### config.mk
export PLATFORM = sky130hd
export DESIGN_NAME = esc_drive_state_controller_flat
export DESIGN_NICKNAME = d
export VERILOG_FILES = /design/src/rtl/core/escd_pkg.sv /design/src/rtl/core/escd_if.sv /design/src/rtl/core/esc_drive_state_controller.sv /design/src/flat_wrapper.sv
export VERILOG_INCLUDE_DIRS = /design/src /design/src/rtl/core
export SDC_FILE = /design/constraint.sdc
export NUM_CORES = 2
export LEC_CHECK = 0
export BUFFER_PORTS_ARGS = -buffer_cell sky130_fd_sc_hd__buf_2
export CAP_MARGIN = 5
export CORE_UTILIZATION = 30
export CTS_CLUSTER_DIAMETER = 150
export DETAILED_ROUTE_END_ITERATION = 8
export GPL_ROUTABILITY_DRIVEN = 0
export PLACE_DENSITY_LB_ADDON = 0.08
export RECOVER_POWER = 100
export SLEW_MARGIN = 20
export SYNTH_ARGS = -nofsm -noshare
export SYNTH_HDL_FRONTEND = slang
export SYNTH_SLANG_ARGS = --single-unit
### constraint.sdc
create_clock -name clk_i -period 8.2 [get_ports clk_i]
set_clock_uncertainty 0.2 [all_clocks]
set_input_delay 1.64 -clock clk_i [delete_from_list [all_inputs] [get_ports clk_i]]
set_output_delay 1.64 -clock clk_i [all_outputs]
set_load 0.01 [all_outputs]
### src/rtl/core/esc_drive_state_controller_assert.svh
// Assertion macros for the ESC drive state controller
`ifndef ESC_DRIVE_STATE_CONTROLLER_ASSERT_SVH
`define ESC_DRIVE_STATE_CONTROLLER_ASSERT_SVH

`ifndef SYNTH
// Assert a property on an explicit clock and active-low reset.
`define ESCD_ASSERT_CLK(name, clk, rst_n, prop) \
  name: assert property (@(posedge clk) disable iff (!rst_n) prop) \
    else $error("esc drive state controller: assertion failed");
// Assert a property on the block clock and reset.
`define ESCD_ASSERT(name, prop) \
  `ESCD_ASSERT_CLK(name, clk_i, rst_ni, prop)
`else
`define ESCD_ASSERT_CLK(name, clk, rst_n, prop)
`define ESCD_ASSERT(name, prop)
`endif

`endif

### src/rtl/core/escd_pkg.sv
// Types and constants shared by the ESC drive state controller files
package escd_pkg;

  localparam int unsigned ModeW    = 2;
  localparam int unsigned AmountW  = 9;
  localparam int unsigned SteerW   = 8;
  localparam int unsigned AngleW   = 8;
  localparam int unsigned PulseW   = 12;
  localparam int unsigned StateW   = 2;
  localparam int unsigned SpeedW   = 8;
  localparam int unsigned CfgIdxW  = 3;
  localparam int unsigned CfgDataW = 12;

  typedef enum logic [StateW-1:0] {
    DRIVE_NEUTRAL = 2'd0,
    DRIVE_FORWARD = 2'd1,
    DRIVE_BRAKING = 2'd2,
    DRIVE_REVERSE = 2'd3
  } drive_state_e;

  typedef enum logic [ModeW-1:0] {
    CMD_SET_SPEED = 2'd0,
    CMD_BRAKE     = 2'd1,
    CMD_REVERSE   = 2'd2,
    CMD_HOLD      = 2'd3
  } cmd_e;

  typedef enum logic [CfgIdxW-1:0] {
    CFG_STEER_RIGHT   = 3'd0,
    CFG_STEER_LEFT    = 3'd1,
    CFG_PULSE_MIN     = 3'd2,
    CFG_PULSE_NEUTRAL = 3'd3,
    CFG_PULSE_MAX     = 3'd4
  } cfg_idx_e;

  localparam logic [AngleW-1:0] SteerRightReset   = 8'd0;
  localparam logic [AngleW-1:0] SteerLeftReset    = 8'd180;
  localparam logic [PulseW-1:0] PulseMinReset     = 12'd1000;
  localparam logic [PulseW-1:0] PulseNeutralReset = 12'd1500;
  localparam logic [PulseW-1:0] PulseMaxReset     = 12'd2000;

  localparam logic signed [9:0] SpeedLimit        = 10'sd100;
  localparam logic signed [9:0] DeadBand          = 10'sd10;
  localparam logic signed [9:0] BrakeNeutralSpeed = 10'sd20;
  localparam logic signed [7:0] SteerLimit        = 8'sd100;

  // floor(2^RecipShift / 100): estimate is exact or one low
  localparam int unsigned RecipShift = 26;
  localparam int unsigned Recip100   = (1 << RecipShift) / 100;

endpackage

### src/rtl/core/escd_if.sv
// Command and result channel interfaces of the ESC drive state controller
interface escd_cmd_if;
  logic                                       valid;
  logic                                       ready;
  logic        [escd_pkg::ModeW-1:0]          mode;
  logic signed [escd_pkg::AmountW-1:0]        amount;
  logic signed [escd_pkg::SteerW-1:0]         steer_command;

  modport source (output valid, mode, amount, steer_command, input ready);
  modport sink   (input valid, mode, amount, steer_command, output ready);
endinterface

interface escd_res_if;
  logic                                       valid;
  logic                                       ready;
  logic        [escd_pkg::PulseW-1:0]         throttle_pulse_us;
  logic        [escd_pkg::AngleW-1:0]         steer_angle;
  logic        [escd_pkg::StateW-1:0]         drive_state;
  logic signed [escd_pkg::SpeedW-1:0]         speed_level;

  modport source (output valid, throttle_pulse_us, steer_angle, drive_state, speed_level,
                  input ready);
  modport sink   (input valid, throttle_pulse_us, steer_angle, drive_state, speed_level,
                  output ready);
endinterface

### src/rtl/core/esc_drive_state_controller.sv
// ESC drive state controller: speed/brake/reverse state machine and servo pulse mapping
//
//   channel  dir  handshake           payload
//   in_i     in   valid/ready         mode, amount, steer_command
//   out_o    out  valid/ready         throttle_pulse_us, steer_angle, drive_state, speed_level
//   cfg      in   cfg_we_i            cfg_index_i, cfg_wdata_i
//
// One command per cycle while the output is not stalled; each result passes through the
// four register stages: state update, products, reciprocal multiply, correction/output.
// Drive state and speed update at the input transfer, so commands chain back to back.
// A stalled output holds its stage; upstream stages keep filling until all are full.
// Reset clears state to neutral, speed to zero and loads the default register values.

`include "esc_drive_state_controller_assert.svh"

module esc_drive_state_controller (
  input  logic                           clk_i,
  input  logic                           rst_ni,
  input  logic                           cfg_we_i,
  input  logic [escd_pkg::CfgIdxW-1:0]   cfg_index_i,
  input  logic [escd_pkg::CfgDataW-1:0]  cfg_wdata_i,
  escd_cmd_if.sink                       in_i,
  escd_res_if.source                     out_o
);

  // configuration registers
  logic [escd_pkg::AngleW-1:0] right_q, left_q;
  logic [escd_pkg::PulseW-1:0] pmin_q, pneu_q, pmax_q;

  always_ff @(posedge clk_i or negedge rst_ni) begin
    if (!rst_ni) begin
      right_q <= escd_pkg::SteerRightReset;
      left_q  <= escd_pkg::SteerLeftReset;
      pmin_q  <= escd_pkg::PulseMinReset;
      pneu_q  <= escd_pkg::PulseNeutralReset;
      pmax_q  <= escd_pkg::PulseMaxReset;
    end else if (cfg_we_i) begin
      unique case (escd_pkg::cfg_idx_e'(cfg_index_i))
        escd_pkg::CFG_STEER_RIGHT:   right_q <= cfg_wdata_i[escd_pkg::AngleW-1:0];
        escd_pkg::CFG_STEER_LEFT:    left_q  <= cfg_wdata_i[escd_pkg::AngleW-1:0];
        escd_pkg::CFG_PULSE_MIN:     pmin_q  <= cfg_wdata_i[escd_pkg::PulseW-1:0];
        escd_pkg::CFG_PULSE_NEUTRAL: pneu_q  <= cfg_wdata_i[escd_pkg::PulseW-1:0];
        escd_pkg::CFG_PULSE_MAX:     pmax_q  <= cfg_wdata_i[escd_pkg::PulseW-1:0];
        default: ;
      endcase
    end
  end

  // pipeline flow control
  logic s1_valid_q, s2_valid_q, s3_valid_q, out_valid_q;
  logic en_out, en3, en2, en1, in_fire;

  assign en_out   = ~out_valid_q | out_o.ready;
  assign en3      = ~s3_valid_q | en_out;
  assign en2      = ~s2_valid_q | en3;
  assign en1      = ~s1_valid_q | en2;
  assign in_i.ready = en1;
  assign in_fire  = in_i.valid & en1;

  always_ff @(posedge clk_i or negedge rst_ni) begin
    if (!rst_ni) begin
      s1_valid_q  <= 1'b0;
      s2_valid_q  <= 1'b0;
      s3_valid_q  <= 1'b0;
      out_valid_q <= 1'b0;
    end else begin
      if (en1)    s1_valid_q  <= in_fire;
      if (en2)    s2_valid_q  <= s1_valid_q;
      if (en3)    s3_valid_q  <= s2_valid_q;
      if (en_out) out_valid_q <= s3_valid_q;
    end
  end

  // drive state and speed
  escd_pkg::drive_state_e mode_q, mode_d, prev_q, prev_d;
  logic signed [escd_pkg::SpeedW-1:0] speed_q, speed_new;
  logic signed [9:0] amount_x, strength_neg, speed_cand, speed_clip;

  always_comb begin
    amount_x     = {in_i.amount[escd_pkg::AmountW-1], in_i.amount};
    strength_neg = -$signed({2'b00, in_i.amount[7:0]});
    unique case (escd_pkg::cmd_e'(in_i.mode))
      escd_pkg::CMD_SET_SPEED: speed_cand = amount_x;
      escd_pkg::CMD_BRAKE: begin
        if (mode_q == escd_pkg::DRIVE_FORWARD || mode_q == escd_pkg::DRIVE_BRAKING) begin
          speed_cand = strength_neg;
        end else begin
          speed_cand = escd_pkg::BrakeNeutralSpeed;
        end
      end
      escd_pkg::CMD_REVERSE: begin
        if (mode_q == escd_pkg::DRIVE_BRAKING) begin
          speed_cand = '0;
        end else begin
          speed_cand = strength_neg;
        end
      end
      escd_pkg::CMD_HOLD: speed_cand = {{2{speed_q[escd_pkg::SpeedW-1]}}, speed_q};
      default: speed_cand = amount_x;
    endcase

    if (speed_cand > escd_pkg::SpeedLimit) begin
      speed_clip = escd_pkg::SpeedLimit;
    end else if (speed_cand < -escd_pkg::SpeedLimit) begin
      speed_clip = -escd_pkg::SpeedLimit;
    end else begin
      speed_clip = speed_cand;
    end
    // drop small speeds inside the dead band
    if (speed_clip > -escd_pkg::DeadBand && speed_clip < escd_pkg::DeadBand) begin
      speed_clip = '0;
    end
    speed_new = speed_clip[escd_pkg::SpeedW-1:0];
  end

  // next state
  always_comb begin
    mode_d = mode_q;
    if (speed_new > 0) begin
      mode_d = escd_pkg::DRIVE_FORWARD;
    end else if (speed_new < 0) begin
      unique case (mode_q)
        escd_pkg::DRIVE_FORWARD: mode_d = escd_pkg::DRIVE_BRAKING;
        escd_pkg::DRIVE_NEUTRAL: begin
          // reverse needs a double tap: braking, neutral, then negative again
          mode_d = (prev_q == escd_pkg::DRIVE_BRAKING) ? escd_pkg::DRIVE_REVERSE
                                                        : escd_pkg::DRIVE_BRAKING;
        end
        default: mode_d = mode_q;
      endcase
    end else begin
      mode_d = escd_pkg::DRIVE_NEUTRAL;
    end
  end

  // previous state tracks only real transitions
  always_comb begin
    prev_d = (mode_d != mode_q) ? mode_q : prev_q;
  end

  always_ff @(posedge clk_i or negedge rst_ni) begin
    if (!rst_ni) begin
      mode_q  <= escd_pkg::DRIVE_NEUTRAL;
      prev_q  <= escd_pkg::DRIVE_NEUTRAL;
      speed_q <= '0;
    end else if (in_fire) begin
      mode_q  <= mode_d;
      prev_q  <= prev_d;
      speed_q <= speed_new;
    end
  end

  // stage 1: clamp steering
  logic signed [escd_pkg::SteerW-1:0] steer_clip;
  logic [8:0] steer_off9;
  logic [7:0] s1_off_q;
  escd_pkg::drive_state_e s1_state_q;
  logic signed [escd_pkg::SpeedW-1:0] s1_speed_q;

  always_comb begin
    if (in_i.steer_command > escd_pkg::SteerLimit) begin
      steer_clip = escd_pkg::SteerLimit;
    end else if (in_i.steer_command < -escd_pkg::SteerLimit) begin
      steer_clip = -escd_pkg::SteerLimit;
    end else begin
      steer_clip = in_i.steer_command;
    end
    steer_off9 = {steer_clip[escd_pkg::SteerW-1], steer_clip} + 9'd100;
  end

  always_ff @(posedge clk_i) begin
    if (en1) begin
      s1_off_q   <= steer_off9[7:0];
      s1_state_q <= mode_d;
      s1_speed_q <= speed_new;
    end
  end

  // stage 2: linear map products
  logic signed [8:0]  diff_lr;
  logic signed [17:0] steer_prod;
  logic [6:0]         pulse_span;
  logic signed [12:0] pulse_diff;
  logic signed [20:0] pulse_prod;
  logic signed [17:0] s2_steer_prod_q;
  logic signed [20:0] s2_pulse_prod_q;
  escd_pkg::drive_state_e s2_state_q;
  logic signed [escd_pkg::SpeedW-1:0] s2_speed_q;

  always_comb begin
    diff_lr    = $signed({1'b0, left_q}) - $signed({1'b0, right_q});
    steer_prod = $signed({1'b0, s1_off_q}) * diff_lr;
    if (s1_speed_q[escd_pkg::SpeedW-1]) begin
      pulse_span = 7'(s1_speed_q + 8'sd100);
      pulse_diff = $signed({1'b0, pneu_q}) - $signed({1'b0, pmin_q});
    end else begin
      pulse_span = s1_speed_q[6:0];
      pulse_diff = $signed({1'b0, pmax_q}) - $signed({1'b0, pneu_q});
    end
    pulse_prod = $signed({1'b0, pulse_span}) * pulse_diff;
  end

  always_ff @(posedge clk_i) begin
    if (en2) begin
      s2_steer_prod_q <= steer_prod;
      s2_pulse_prod_q <= pulse_prod;
      s2_state_q      <= s1_state_q;
      s2_speed_q      <= s1_speed_q;
    end
  end

  // stage 3: magnitudes and reciprocal estimates (steering x/200 as (x>>1)/100, pulse x/100)
  logic [17:0] steer_abs;
  logic [20:0] pulse_abs;
  logic [14:0] steer_mag;
  logic [18:0] pulse_mag;
  logic [34:0] steer_recip;
  logic [38:0] pulse_recip;
  logic [7:0]  s3_steer_est_q;
  logic [14:0] s3_steer_mag_q;
  logic        s3_steer_neg_q;
  logic [11:0] s3_pulse_est_q;
  logic [18:0] s3_pulse_mag_q;
  logic        s3_pulse_neg_q;
  escd_pkg::drive_state_e s3_state_q;
  logic signed [escd_pkg::SpeedW-1:0] s3_speed_q;

  always_comb begin
    steer_abs   = s2_steer_prod_q[17] ? 18'(-s2_steer_prod_q) : 18'(s2_steer_prod_q);
    pulse_abs   = s2_pulse_prod_q[20] ? 21'(-s2_pulse_prod_q) : 21'(s2_pulse_prod_q);
    steer_mag   = steer_abs[15:1];
    pulse_mag   = pulse_abs[18:0];
    steer_recip = 35'(steer_mag) * 35'(escd_pkg::Recip100);
    pulse_recip = 39'(pulse_mag) * 39'(escd_pkg::Recip100);
  end

  always_ff @(posedge clk_i) begin
    if (en3) begin
      s3_steer_est_q <= steer_recip[escd_pkg::RecipShift+7:escd_pkg::RecipShift];
      s3_steer_mag_q <= steer_mag;
      s3_steer_neg_q <= s2_steer_prod_q[17];
      s3_pulse_est_q <= pulse_recip[escd_pkg::RecipShift+11:escd_pkg::RecipShift];
      s3_pulse_mag_q <= pulse_mag;
      s3_pulse_neg_q <= s2_pulse_prod_q[20];
      s3_state_q     <= s2_state_q;
      s3_speed_q     <= s2_speed_q;
    end
  end

  // output stage: correct the estimate, restore sign, add the base
  logic [14:0] steer_est_x, steer_rem;
  logic [7:0]  steer_quo;
  logic [18:0] pulse_est_x, pulse_rem;
  logic [11:0] pulse_quo, pulse_base;
  logic [escd_pkg::AngleW-1:0] angle_d;
  logic [escd_pkg::PulseW-1:0] pulse_d;
  logic [escd_pkg::PulseW-1:0] out_pulse_q;
  logic [escd_pkg::AngleW-1:0] out_angle_q;
  escd_pkg::drive_state_e out_state_q;
  logic signed [escd_pkg::SpeedW-1:0] out_speed_q;

  always_comb begin
    steer_est_x = 15'(s3_steer_est_q) * 15'd100;
    steer_rem   = s3_steer_mag_q - steer_est_x;
    steer_quo   = s3_steer_est_q + 8'(steer_rem >= 15'd100);
    angle_d     = s3_steer_neg_q ? right_q - steer_quo : right_q + steer_quo;

    pulse_est_x = 19'(s3_pulse_est_q) * 19'd100;
    pulse_rem   = s3_pulse_mag_q - pulse_est_x;
    pulse_quo   = s3_pulse_est_q + 12'(pulse_rem >= 19'd100);
    pulse_base  = s3_speed_q[escd_pkg::SpeedW-1] ? pmin_q : pneu_q;
    pulse_d     = s3_pulse_neg_q ? pulse_base - pulse_quo : pulse_base + pulse_quo;
  end

  always_ff @(posedge clk_i) begin
    if (en_out) begin
      out_pulse_q <= pulse_d;
      out_angle_q <= angle_d;
      out_state_q <= s3_state_q;
      out_speed_q <= s3_speed_q;
    end
  end

  assign out_o.valid             = out_valid_q;
  assign out_o.throttle_pulse_us = out_pulse_q;
  assign out_o.steer_angle       = out_angle_q;
  assign out_o.drive_state       = out_state_q;
  assign out_o.speed_level       = out_speed_q;

  // assertions
  `ESCD_ASSERT(a_speed_range, speed_q >= -8'sd100 && speed_q <= 8'sd100)
  `ESCD_ASSERT(a_speed_dead_band, speed_q == 8'sd0 || speed_q >= 8'sd10 || speed_q <= -8'sd10)
  `ESCD_ASSERT(a_state_speed_sign,
               ((speed_q > 0) == (mode_q == escd_pkg::DRIVE_FORWARD)) &&
               ((speed_q == 0) == (mode_q == escd_pkg::DRIVE_NEUTRAL)))
  `ESCD_ASSERT(a_reverse_double_tap,
               (mode_q == escd_pkg::DRIVE_REVERSE && $past(mode_q) != escd_pkg::DRIVE_REVERSE)
               |-> ($past(mode_q) == escd_pkg::DRIVE_NEUTRAL &&
                    $past(prev_q) == escd_pkg::DRIVE_BRAKING))
  `ESCD_ASSERT_CLK(a_prev_tracks_change, clk_i, rst_ni,
                   (mode_q != $past(mode_q)) |-> (prev_q == $past(mode_q)))

endmodule

### src/flat_wrapper.sv
// flat-port wrapper written by rule: the top's interface ports become plain ports
module esc_drive_state_controller_flat 
  (clk_i, rst_ni, cfg_we_i, cfg_index_i, cfg_wdata_i, in_i_valid, in_i_mode, in_i_amount, in_i_steer_command, in_i_ready, out_o_valid, out_o_throttle_pulse_us, out_o_steer_angle, out_o_drive_state, out_o_speed_level, out_o_ready);
  escd_cmd_if in_i_i ();
  escd_res_if out_o_i ();
  input  logic clk_i;
  input  logic rst_ni;
  input  logic cfg_we_i;
  input  logic [escd_pkg::CfgIdxW-1:0] cfg_index_i;
  input  logic [escd_pkg::CfgDataW-1:0] cfg_wdata_i;
  input wire logic [$bits(in_i_i.valid)-1:0] in_i_valid;
  input wire logic [$bits(in_i_i.mode)-1:0] in_i_mode;
  input wire logic [$bits(in_i_i.amount)-1:0] in_i_amount;
  input wire logic [$bits(in_i_i.steer_command)-1:0] in_i_steer_command;
  output wire logic [$bits(in_i_i.ready)-1:0] in_i_ready;
  output wire logic [$bits(out_o_i.valid)-1:0] out_o_valid;
  output wire logic [$bits(out_o_i.throttle_pulse_us)-1:0] out_o_throttle_pulse_us;
  output wire logic [$bits(out_o_i.steer_angle)-1:0] out_o_steer_angle;
  output wire logic [$bits(out_o_i.drive_state)-1:0] out_o_drive_state;
  output wire logic [$bits(out_o_i.speed_level)-1:0] out_o_speed_level;
  input wire logic [$bits(out_o_i.ready)-1:0] out_o_ready;
  assign in_i_i.valid = in_i_valid;
  assign in_i_i.mode = in_i_mode;
  assign in_i_i.amount = in_i_amount;
  assign in_i_i.steer_command = in_i_steer_command;
  assign in_i_ready = in_i_i.ready;
  assign out_o_valid = out_o_i.valid;
  assign out_o_throttle_pulse_us = out_o_i.throttle_pulse_us;
  assign out_o_steer_angle = out_o_i.steer_angle;
  assign out_o_drive_state = out_o_i.drive_state;
  assign out_o_speed_level = out_o_i.speed_level;
  assign out_o_i.ready = out_o_ready;
  esc_drive_state_controller u_core (.clk_i(clk_i), .rst_ni(rst_ni), .cfg_we_i(cfg_we_i), .cfg_index_i(cfg_index_i), .cfg_wdata_i(cfg_wdata_i), .in_i(in_i_i), .out_o(out_o_i));
endmodule
# After elaboration in Yosys (flattened, before gate mapping)

Cells that the tools add are included.

$add $sub $neg: 16
Multiply operators: 6
$lt $le $gt $ge: 10
Equal/unequal tests: 11
Multiplexer cells: 19
Bitwise operators: 9
Reduce and logical (&&, ||, !) cells: 11

Operators with widths:

| cell                                                                                  | count |
|---|---|
| 10-bit two-way mux                                                                    | 4 |
| 10-bit case mux with 4 select lines                                                   | 1 |
| 19-bit by 16-bit multiplier with 34-bit output (second input constant)                | 1 |
| 8-bit two-way mux                                                                     | 4 |
| 15-bit by 16-bit multiplier with 30-bit output (second input constant)                | 1 |
| 12-bit by 12-bit subtractor with 13-bit output                                        | 2 |
| 12-bit two-way mux                                                                    | 2 |
| 8-bit by 13-bit multiplier with 21-bit output                                         | 1 |
| 19-bit by 7-bit greater-or-equal comparator with 1-bit output (second input constant) | 1 |
| 19-bit two-way mux                                                                    | 1 |
| 19-bit negator                                                                        | 1 |
| 19-bit subtractor                                                                     | 1 |
| 9-bit by 9-bit multiplier with 18-bit output                                          | 1 |
| 12-bit by 5-bit multiplier with 17-bit output (second input constant)                 | 1 |
| 16-bit two-way mux                                                                    | 1 |
| 16-bit negator                                                                        | 1 |
| 15-bit by 7-bit greater-or-equal comparator with 1-bit output (second input constant) | 1 |
| 15-bit subtractor                                                                     | 1 |
| 8-bit by 5-bit multiplier with 13-bit output (second input constant)                  | 1 |
| 13-bit two-way mux                                                                    | 1 |
| 12-bit by 1-bit adder with 12-bit output                                              | 1 |
| 12-bit adder                                                                          | 1 |
| 2-bit AND reduction                                                                   | 6 |
| 12-bit subtractor                                                                     | 1 |
| other kinds (32)                                                                      | 45 |

Bits in registers: 231
Output and inout port bits: 32
Logic and storage cells: 113

# Logic depth before layout (Yosys ltp)

Word-level depth: 15
Mapped depth: 41
Gate-level depth less buffers: 40

# Least setup slack after synthesis

Ideal clock, no wire load.

Path type: reg-to-reg
Start: register u_core.s2_steer_prod_q[2]
End: register u_core.s3_steer_est_q[7] (data pin)
Library setup time: 0.260 ns
Data arrival time: 7.555 ns
Required time: 7.740 ns
Path slack: 0.185 ns
Stages on the path, launching flop included: 27
Path buffers: 0
Cells stage by stage: edfxtp_1 > nor4_1 > nand2_1 > or3_1 > or3_1 > o31ai_1 > xor2_1 > inv_1 > ha_1 > inv_1 > fa_1 > inv_1 > fa_1 > fa_1 > fa_1 > fa_1 > ha_1 > a21o_1 > a21o_1 > a211oi_1 > o221ai_1 > a211oi_1 > o21ai_0 > o41ai_1 > o21bai_1 > a21oi_1 > xnor2_1

Cells in the longest elaborated chain, start to end: 3

Ends and longest elaborated chain:

| item                                           | RTL line                          | text |
|---|---|---|
| start, declared                                | esc_drive_state_controller.sv:185 | `logic signed [17:0] s2_steer_prod_q;` |
| start signal, assigned                         | esc_drive_state_controller.sv:205 | `s2_steer_prod_q <= steer_prod;` |
| 16-bit negator                                 | esc_drive_state_controller.sv:229 | `steer_abs = s2_steer_prod_q[17] ? 18'(-s2_steer_prod_q) : 18'(s2_steer_prod_q);` |
| 16-bit two-way mux                             | esc_drive_state_controller.sv:229 |  |
| net u_core.steer_abs[15]                       | esc_drive_state_controller.sv:213 | `logic [17:0] steer_abs;` |
| 15-bit by 16-bit multiplier with 30-bit output | esc_drive_state_controller.sv:233 | `steer_recip = 35'(steer_mag) * 35'(escd_pkg::Recip100);` |
| net u_core.steer_recip[33]                     | esc_drive_state_controller.sv:217 | `logic [34:0] steer_recip;` |
| end signal, assigned                           | esc_drive_state_controller.sv:239 | `s3_steer_est_q <= steer_recip[escd_pkg::RecipShift+7:escd_pkg::RecipShift];` |
| end, declared                                  | esc_drive_state_controller.sv:219 | `logic [7:0] s3_steer_est_q;` |

The timed path passes the listed nets, and every way through them passes these cells.
A chain may end at the register's enable or synchronous reset.

# Final worst setup path

Start: register u_core.s2_pulse_prod_q[4]
End: register u_core.s3_pulse_est_q[10] (data pin)

Cells in the longest elaborated chain, start to end: 3

Ends and longest elaborated chain:

| item                                           | RTL line                          | text |
|---|---|---|
| start, declared                                | esc_drive_state_controller.sv:186 | `logic signed [20:0] s2_pulse_prod_q;` |
| start signal, assigned                         | esc_drive_state_controller.sv:206 | `s2_pulse_prod_q <= pulse_prod;` |
| 19-bit negator                                 | esc_drive_state_controller.sv:230 | `pulse_abs = s2_pulse_prod_q[20] ? 21'(-s2_pulse_prod_q) : 21'(s2_pulse_prod_q);` |
| 19-bit two-way mux                             | esc_drive_state_controller.sv:230 |  |
| net u_core.pulse_abs[13]                       | esc_drive_state_controller.sv:214 | `logic [20:0] pulse_abs;` |
| 19-bit by 16-bit multiplier with 34-bit output | esc_drive_state_controller.sv:234 | `pulse_recip = 39'(pulse_mag) * 39'(escd_pkg::Recip100);` |
| net u_core.pulse_recip[36]                     | esc_drive_state_controller.sv:218 | `logic [38:0] pulse_recip;` |
| end signal, assigned                           | esc_drive_state_controller.sv:242 | `s3_pulse_est_q <= pulse_recip[escd_pkg::RecipShift+11:escd_pkg::RecipShift];` |
| end, declared                                  | esc_drive_state_controller.sv:222 | `logic [11:0] s3_pulse_est_q;` |

The timed path passes the listed nets, and every way through them passes these cells.

==> impl_metrics.toml <==
[worst_hold_path]
min_path_type = "flop to flop"

[logic_synthesis]
synth_ff_type = "edfxtp_1"
yosysTopAreaCell = "ha_1"
synth_top_area_share_pct = 22.5
synth_edf_count = 157
netlist-cell-type-count = 88
synth_fp_nets = 3863
netlist_instances = 2952
syn_area_sq_um = 30000
async_reset_ff_share_pct = 30.2
yosysSeqAreaShare_pct = 21.5
yosysWarnings = 0
ys_top_cells_by_area = "ha_1, fa_1, edfxtp_1"
syn_avg_cell_area_sq_um = 10.2
ys_ff_latch = 225

[placement]
io_buffers = 70
hpwl_mm = 65.4
dp_slack_ns = -0.103

[die]
die-area_sq_um = 101000
fp.dieW_um = 318
start_util_pct = 30.4
rows = 115
ios = 71
placeableCoreArea_sq_um = 98700
die_h_um = 318

[clocking]
clock_sinks = 225
cts_tree = "built"
root_buffer = "clkbuf_16"
clk_pin_slew_worst_paths_ns = 0.06
cts_max_path_buffers = 3
clk-insertion-delay-late_ns = 0.61
numCtsBuffers = 30
htree_levels = 1

[critical_path]
cp_max_fo = 4
crit_slowest_cell = "fa_1"
start_kind = "flop"
endpoint_kind = "flop"
crit_type = "flop to flop"
cpMostUsedCell = "fa_1"
worstPathArrival_ns = 8.00
crit_required_ns = 8.35
critPathMaxStageDelay_ns = 0.58

[outcome]
status = "finished, violations left"
violations = "max-capacitance violations, max-slew violations"

[drt]
drc_errors = 0
post_drt_wl_per_cell_um = 17.4
drt-initial-drc-count = 704
vias = 20600
wl_mm = 77.4
viasPerCell = 4.64
detail-route-antenna-nets = 0
first_pass_iters = 4

[layout]
nNetsFinal = 4043
layout_common_cells = "inv_1, ha_1, fa_1, nand2_1, nor2_1"
drive_gt1_share_pct = 11.9
area_growth_pct = 13.5
fin_util_pct = 34.5
final_common_cell = "inv_1"
fill_cells = 10200

[grt]
antenna_found_initial = 7
grt_pass1_vias = 22600
grt_max_degree = 69
globalRouteOverflowTotal = 0
grt_pass1_wl_mm = 125
grt_usage_pct = 15.7

[flow_run]
max_cap_viol_count = 2

[sta]
setup_violations = 0
period_minus_slack_ns = 7.84
holdWs_ns = 0.217
hold_viol = 0
drv_slew = 100
post-route-period-util_pct = 95.7
max_freq_mhz = 127
tns_ns = 0
slew_headroom_pct = -161
worst_slack_ns = 0.355
worst_pin_slew_ns = 3.91
==> sequential cells by signal, summed over array words and instances, names as in the netlist, 12 cells and up <==
register                        flops
u_core.s2_pulse_prod_q             20
u_core.out_o.throttle_pulse_us     12
u_core.pneu_q                      12
u_core.pmin_q                      12
u_core.pmax_q                      12
u_core.s3_pulse_est_q              12
u_core.s2_steer_prod_q             17
u_core.s3_pulse_mag_q              17
u_core.s3_steer_mag_q              13
==> metal layers <==
| layer | share of wire [%] | GRT usage [%] |
|---|---|---|
| met1 | 49 | 21.9 |
| met2 | 48 | 26.9 |
| met3 | 2.1 | 1.14 |
| met4 | 1.3 | 2.29 |
| met5 | 0.050 | 0 |
==> critical path, delay by kind of cell (launching register included) <==
family	cells	cell delay (ns)
AND/OR/NAND/NOR	9	1.77
XOR/XNOR	2	0.28
adder cells (fa/ha/maj)	7	3.14
buffers and inverters	3	0.28
flip-flops	1	0.43
AO/OA/AOI/OAI	7	1.47
==> Yosys cell counts (6+ instances only) <==
cell        n
nor3b_1     8
nand2_1   162
o21ai_0   104
clkbuf_1   23
inv_1     589
and2_1     35
dfrtp_1    45
a31oi_1    16
nor2_1    160
a21o_1     31
o41ai_1    10
a21boi_0    8
o21a_1     26
dfstp_2    23
a211oi_1   14
o21bai_1   13
xnor2_1   125
nand4_1    13
or3_1      18
o211ai_1    6
mux2i_1    11
or2_2      20
fa_1      334
nand3_1    26
ha_1      538
a21oi_1    93
nor2b_1    32
o31ai_1    14
mux2_2     40
and3_1     12
nor3_1     45
o22ai_1     6
xor2_1     67
edfxtp_1  157
nand2b_1   33
==> logic make-up (layout without fill, tap and decap cells) <==
family	count (synthesis)	after routing	share of synthesized area, %
simple gates	598	598	9.76
flops	225	225	21.5
other cells	0	1	0
fa+ha+maj	872	872	44.8
buf+inv	622	826	7.86
xor+xnor	192	192	5.61
mux	52	52	1.95
compound gates	391	391	8.55
==> final timing paths <==
| check | start | end | slack, ns | cells after the start |
|---|---|---|---|---|
| max | u_core.s2_pulse_prod_q[4] | u_core.s3_pulse_est_q[10] | 0.36 | 28 |
| min | u_core.s2_state_q[1] | u_core.s3_state_q[1] | 0.22 | 0 |
| max reg2reg | u_core.s2_pulse_prod_q[4] | u_core.s3_pulse_est_q[10] | 0.36 | 28 |
| min reg2reg | u_core.s2_state_q[1] | u_core.s3_state_q[1] | 0.22 | 0 |
| max in group asynchronous | rst_ni | u_core.left_q[3] | 3.41 | 1 |
| min in group asynchronous | rst_ni | u_core.speed_q[4] | 2.20 | 1 |
==> cell type report <==
| cell class | count | area (sq um) | share of cell area [%] |
|---|---|---|---|
| Clock buffer | 41 | 876 | 2.57 |
| Clock inverter | 15 | 191 | 0.563 |
| Tap cell | 1287 | 1610 | 4.73 |
| Timing Repair Buffer | 180 | 1140 | 3.35 |
| Multi-Input combinational cell | 2105 | 21500 | 63.3 |
| Antenna cell | 1 | 2.50 | 0.00735 |
| Inverter | 590 | 2210 | 6.51 |
| Sequential cell | 225 | 6440 | 18.9 |
==> per-stage QoR <==
stage | cells | instance area [sq um]
after floorplan | 2952 | 30000
after global placement | 4370 | 32500
after detailed placement | 4370 | 32500
after CTS | 4426 | 33600
after global routing | 4443 | 34000
final | 4444 | 34000
==> repair_timing <==
item,in CTS,in global routing
setup buffers,0,17
setup endpoints to repair,4,26
hold buffers,0,0
pin swaps,0,32
gates resized for setup,7,74
Power is left out: the tool's default activity adds up to more than one toggle a clock period on the data nets, which glitch-free logic cannot reach.
